==> src/rtl/lzwe_fifo.sv <==
// ----------------------------------------------------------------------------
// lzwe_fifo
// Small synchronous queue with a stream handshake on both sides.
// ----------------------------------------------------------------------------
module lzwe_fifo #(
    parameter int Width = 9,
    parameter int Depth = 4
) (
    input  logic                       aclk,
    input  logic                       aresetn,
    input  logic                       wr_valid,
    output logic                       wr_ready,
    input  logic [Width-1:0]           wr_data,
    output logic                       rd_valid,
    input  logic                       rd_ready,
    output logic [Width-1:0]           rd_data,
    output logic [$clog2(Depth):0]     level
);
    localparam int AW = $clog2(Depth);

    logic [Width-1:0] mem [Depth];
    logic [AW-1:0]    wr_ptr_reg, rd_ptr_reg;
    logic [AW:0]      count_reg, count_next;
    logic             do_wr, do_rd;

    assign wr_ready = (count_reg != (AW+1)'(Depth));
    assign rd_valid = (count_reg != '0);
    assign do_wr    = wr_valid && wr_ready;
    assign do_rd    = rd_valid && rd_ready;
    assign rd_data  = mem[rd_ptr_reg];
    assign level    = count_reg;

    always_comb begin
        count_next = count_reg;
        if (do_wr && !do_rd) begin
            count_next = count_reg + 1'b1;
        end else if (do_rd && !do_wr) begin
            count_next = count_reg - 1'b1;
        end
    end

    always_ff @(posedge aclk) begin
        if (!aresetn) begin
            wr_ptr_reg <= '0;
            rd_ptr_reg <= '0;
            count_reg  <= '0;
        end else begin
            count_reg <= count_next;
            if (do_wr) begin
                wr_ptr_reg <= wr_ptr_reg + 1'b1;
            end
            if (do_rd) begin
                rd_ptr_reg <= rd_ptr_reg + 1'b1;
            end
        end
    end

    always_ff @(posedge aclk) begin
        if (do_wr) begin
            mem[wr_ptr_reg] <= wr_data;
        end
    end

endmodule

==> config.mk <==
export PLATFORM = sky130hd
export DESIGN_NAME = lzwe_fifo
export DESIGN_NICKNAME = d
export VERILOG_FILES = /design/src/rtl/lzwe_fifo.sv
export SDC_FILE = /design/constraint.sdc
export NUM_CORES = 1
export LEC_CHECK = 0
export BUFFER_PORTS_ARGS = -buffer_cell sky130_fd_sc_hd__buf_2
export CAP_MARGIN = 20
export CORE_MARGIN = 4
export CORE_UTILIZATION = 55
export CTS_CLUSTER_SIZE = 10
export DETAILED_ROUTE_END_ITERATION = 16
export GPL_TIMING_DRIVEN = 0
export PLACE_DENSITY = 0.8
export SLEW_MARGIN = 20
export SYNTH_ARGS = -nofsm -noshare
export SYNTH_HDL_FRONTEND = slang
export SYNTH_SLANG_ARGS = --single-unit
export TNS_END_PERCENT = 100
==> constraint.sdc <==
create_clock -name aclk -period 2.54 [get_ports aclk]
set_input_delay 0.127 -clock aclk [delete_from_list [all_inputs] [get_ports aclk]]
set_output_delay 0.127 -clock aclk [all_outputs]
set_load 0.01 [all_outputs]
==> results_dict.tcl, run 1 <==
set metrics [dict create \
    outcome "complete, no violations" \
    vias 936 \
    path_max_fanout 7 \
    grt_overflow_total 0 \
    final.min_clock_period_ps 2280 \
    hold_violations 0 \
    syn-cell-area_um2 1800 \
    leakagePower_nw 0.774 \
    cts_max_level 2 \
    dpl.hpwl_um 1950 \
    setup_viol 0 \
    fp.dieW_um 65.2 \
    antenna_found_initial 0 \
    ant_nets 0 \
    synth_top_cell_by_area "edfxtp_1" \
    synth_area_leaders "edfxtp_1 (60%), mux4_2 (11%), dfxtp_1 (10%), ha_1 (3.5%), and2_1 (2.8%)" \
    path_class "flip-flop to flip-flop" \
    relSlewSlack_pct 64.8 \
    ys_ff_latch 45 \
    cts_sinks 45 \
    cts_tree "done" \
    nNetsFinal 155 \
    grt_pass1_wl_um 4860 \
    synth-warning-count 0 \
    n_fill_cell 219 \
    grt_max_degree 15 \
    max-cap-violations 0 \
    drt-initial-drc-count 26 \
    tns_ps 0 \
    fin_crit_sh_pct 89.6 \
    placementRows 20 \
    design.core.area_um2 3100 \
    powerDensity_nw_per_um2 924 \
    fp.dieH_um 65.2 \
    final_cell_mix "edfxtp_1 (36), buf_2 (26), mux4_2 (9), dfxtp_1 (9), dlygate4sd3_1 (9)" \
    finalClockSkew_ps 4.10 \
    max_flop_register "mem" \
    crit_arrival_ps 2560 \
    postCtsResizedCells 0 \
    yosysTopAreaCellShare_pct 60.1 \
    seq_area_frac_synth_pct 70.1 \
    area_growth_pct 19.4 \
    synthDistinctLibCells 22 \
    rsz0062_at_grt "false" \
    grt_pass1_vias 1059 \
    gp_congestion 0.679 \
    slew_violations 0 \
    dieArea_um2 4250 \
    avgSynthCellArea_um2 18.9 \
    pin_count 27 \
    worst_setup_path_end_kind "flip-flop" \
    drive_gt1_share_pct 34.3 \
    fin_hold_ws_ps 168 \
    insertion_delay_ps 350 \
    drt_first_pass_iters 3 \
    tightest_slew_ps 528 \
    drc 0 \
    grt_usage_pct 16.1 \
    port_buffers 25 \
    cp.required_ps 2820 \
    final_common_cell "edfxtp_1" \
    synth_nets 114 \
    fmax_ghz 0.440 \
    wl_per_cell_um 15.8 \
    num_antenna_cells 0 \
    wl_um 2860 \
    largest_reg_flops 36 \
    startpoint_type "flip-flop" \
    clkTransAtPathRegs_ps 120 \
    avgViaCountPerCell 5.17 \
    ir_drop_uv 490 \
    clockRootBuffer "clkbuf_4" \
    cts_buffer_depth 2 \
    synth_cells 95 \
    cts_made_buffers 5 \
    start_util_pct 58.0 \
    min_path_type "input port to flip-flop" \
]
[timing repair]
action,CTS,global route
hold buffers,9,0
hold endpoints to repair,36,0
setup buffers,0,0
[final cells by class]
| class | instances | area, µm² | share of cell area [%] |
|---|---|---|---|
| plain buffers | 3 | 12.5 | 0.582 |
| clock buffers | 5 | 37.5 | 1.75 |
| clock inverters | 3 | 41.3 | 1.92 |
| inverters | 3 | 11.3 | 0.524 |
| multi-input cells | 44 | 514 | 23.9 |
| flip-flops and latches | 45 | 1260 | 58.7 |
| well taps | 44 | 55.1 | 2.56 |
| repair buffers | 34 | 215 | 10.0 |
[worst paths after layout]
kind / end / cells past startpoint / slack [ps] / start
worst max-delay path: level[2] / 8 / 260 / level[0]
worst min-delay path: wr_ptr_reg[0] / 3 / 170 / aresetn
worst max register to register: level[2] / 8 / 260 / level[0]
worst min register to register: wr_ptr_reg[0] / 2 / 520 / wr_ptr_reg[0]
[synthesized netlist by cell type]
master / n
mux4_2: 9
clkbuf_1: 2
fa_1: 1
o311ai_2: 1
inv_1: 3
ha_1: 5
xnor2_1: 3
or3_1: 1
a21boi_4: 1
nand2_1: 5
buf_2: 1
xor2_1: 1
and2_1: 8
o31ai_4: 1
o21ai_0: 1
or3_2: 1
dfxtp_1: 9
a21boi_0: 1
mux2i_1: 3
nor2_2: 1
nor2b_1: 1
edfxtp_1: 36
[logic make-up (layout without fill, tap and decap cells)]
logic type | after synthesis | count (layout) | synth area share [%]
simple gates | 17 | 17 | 5.29
mux | 12 | 12 | 12.9
fa+ha+maj | 6 | 6 | 4.59
buf+inv | 6 | 48 | 1.32
xor+xnor | 4 | 4 | 1.95
flops | 45 | 45 | 70.1
compound gates | 5 | 5 | 3.82
[routing by layer]
metal	up-vias	global-route usage, %	part of all wire [%]
met3	10	5.81	4.1
met4	0	6.99	2.1
met5	-	0	0
met1	465	16.1	36
met2	17	29.7	57
li1	444	-	-
[metrics by stage]
stage	setup slack [ps]	cell area, µm²	std cells	utilization (%)	total power [W]
2_1_floorplan	392	1800	95	-	0.00139
3_3_place_gp	354	1980	164	63.8	0.00155
3_5_place_dp	255	1980	164	63.8	0.00158
4_1_cts	227	2150	181	69.2	0.00201
5_1_grt	79.2	2150	181	69.2	0.00210
6_report	265	2150	181	69.2	0.00198
[power breakdown]
group / leakage (nW) / switching (W) / internal (W)
Clock: 0.0389 / 0.000220 / 0.000204
Sequential: 0.404 / 0.0000728 / 0.000904
Combinational: 0.332 / 0.000285 / 0.000299
Total: 0.774 / 0.000578 / 0.00141
[worst max-delay path, stage by stage, from the launching register on]
cell      delay [ps]
dfxtp_1          560
nor2_2           110
a21boi_4         250
ha_1             210
inv_1             60
fa_1             370
xor2_1           170
or3_1            290
a21boi_0         180
No activity file was read; power rests on OpenSTA's default activity.
==> run 2, diff against run 1 <==
- GPL_TIMING_DRIVEN: 0 -> 1
==> run 2 against run 1 <==
Against the previous run:
- utilization is 0.32 points lower
- first-iteration DRC count is 110% higher
- sequential share of layout area rose by 0.27 points
- non-clock buffer count shrank 2
- clock skew up 7.7 ps
- critical endpoint unchanged
- largest cell class unchanged
- largest power group unchanged
==> results_dict.tcl, run 2 (synthesis results as in run 1) <==
set metrics [dict create \
    outcome "complete, no violations" \
    drt-initial-drc-count 55 \
    fmax_ghz 0.432 \
    path_class "flip-flop to flip-flop" \
    antenna_found_initial 0 \
    placed_cell_area_um2 1970 \
    final_cell_mix "edfxtp_1 (36), buf_2 (26), mux4_2 (9), dfxtp_1 (9), dlygate4sd3_1 (9)" \
    fp.dieW_um 65.2 \
    gp_congestion 0.693 \
    design_area_um2 2140 \
    cts_max_level 2 \
    ir_drop_uv 636 \
    wl_um 2840 \
    r2r_cells 8 \
    r2r_slack_ps 230 \
    rsz0062_at_grt "false" \
    p_int_w 0.00140 \
    final_cells 179 \
    nNetsFinal 153 \
    clockRootBuffer "clkbuf_4" \
    max_flop_register "mem" \
    post_cts_buffers 0 \
    drive_gt1_share_pct 34.8 \
    grt_max_degree 15 \
    hold_violations 0 \
    grt_pass1_wl_um 4640 \
    port_buffers 26 \
    tns_ps 0 \
    area_growth_pct 18.8 \
    wl_per_cell_um 15.8 \
    crit_end "level[2]" \
    min_path_type "input port to flip-flop" \
    fin_ws_ps 226 \
    cts_made_buffers 5 \
    seq_power_share_pct 51.9 \
    start_util_pct 58.0 \
    worst_setup_path_end_kind "flip-flop" \
    pwr-share-comb_pct 26.9 \
    cp.required_ps 2810 \
    vias 925 \
    dieArea_um2 4250 \
    setup_viol 0 \
    powerDensity_nw_per_um2 924 \
    grt_usage_pct 15.4 \
    drt_first_pass_iters 4 \
    dpl.hpwl_um 2010 \
    grt_overflow_total 0 \
    drc 0 \
    critPathLaunch "level[0]" \
    largest_reg_flops 36 \
    finalClockSkew_ps 11.8 \
    switching_power_w 0.000570 \
    avgViaCountPerCell 5.17 \
    tightest_slew_ps 597 \
    fin_crit_sh_pct 91.1 \
    cts_sinks 45 \
    num_antenna_cells 0 \
    dpl_worst_slack_ps 242 \
    fp.dieH_um 65.2 \
    multi_input_comb_area_um2 514 \
    final.min_clock_period_ps 2310 \
    cts_tree "done" \
    sw_frac_of_total_pct 28.9 \
    power.share.clock_pct 21.2 \
    n_fill_cell 212 \
    path_max_fanout 7 \
    crit_arrival_ps 2590 \
    insertion_delay_ps 350 \
    r2r_end "level[2]" \
    clkTransAtPathRegs_ps 120 \
    seq_area_um2 1260 \
    r2r-start "level[0]" \
    final_common_cell "edfxtp_1" \
    leakagePower_nw 0.774 \
    ant_nets 0 \
    dp_cells 162 \
    relSlewSlack_pct 60.1 \
    max-cap-violations 0 \
    hold_buffers 9 \
    slew_violations 0 \
    postCtsResizedCells 0 \
    pin_count 27 \
    grt_pass1_vias 1000 \
    design.core.area_um2 3100 \
    cts_buffer_depth 2 \
    startpoint_type "flip-flop" \
    placementRows 20 \
]
==> run 2: layout make-up <==
| type | count | area share [%] |
|---|---|---|
| inverter | 3 | 0.527 |
| clock inverter | 2 | 1.64 |
| multi-input combinational | 44 | 24.0 |
| timing repair buffer | 35 | 10.3 |
| clock buffer | 6 | 1.93 |
| tap | 44 | 2.57 |
| sequential | 45 | 59.0 |
==> run 2: how the worst min path moves through the flow <==
| stage | from | to | slack (ps) | cells after the start |
|---|---|---|---|---|
| 6_report | aresetn | flip-flop | 90 | 2 |
| 5_1_grt | aresetn | level[1] | 80 | 2 |
| 4_1_cts | aresetn | flip-flop | 90 | 2 |
| 3_5_place_dp | wr_data[6] | mem[0][6] | 350 | 1 |
| 3_3_place_gp | wr_data[5] | mem[3][5] | 340 | 1 |
| 2_1_floorplan | wr_data[0] | mem[0][0] | 230 | 0 |
==> run 2: per-layer routing <==
metal  up-vias  global-route usage (%)  wire [µm]
met5         -                       0          0
met4         0                    8.55         72
met3         8                    4.27        107
met2        18                    26.8       1510
met1       460                    16.8       1140
li1        439                       -          -
==> run 2: power by group through the flow <==
stage / Clock, W / Sequential [W] / Combinational (W)
final: 0.000418 / 0.00102 / 0.000532
after global routing: 0.000458 / 0.00104 / 0.000585
after CTS: 0.000428 / 0.00103 / 0.000543
after detailed placement: 0 / 0.00104 / 0.000529
after global placement: 0 / 0.00104 / 0.000509
after floorplan: 0 / 0.000989 / 0.000402
==> run 2: worst max-delay path, cell delays in order (launching register included) <==
cell and delay (ps):
dfxtp_1 570, nor2_2 100, a21boi_4 260, ha_1 220, inv_1 60, fa_1 370, xor2_1 190, or3_1 300
a21boi_0 180
==> run 2: per-stage QoR <==
| step | hold slack [ps] | total power [W] | util [%] |
|---|---|---|---|
| floorplan | 226 | 0.00139 | - |
| global placement | 337 | 0.00155 | 63.5 |
| detailed placement | 347 | 0.00157 | 63.5 |
| CTS | 88.7 | 0.00200 | 68.9 |
| global route | 82.5 | 0.00209 | 68.9 |
| finish | 91.3 | 0.00197 | 68.9 |
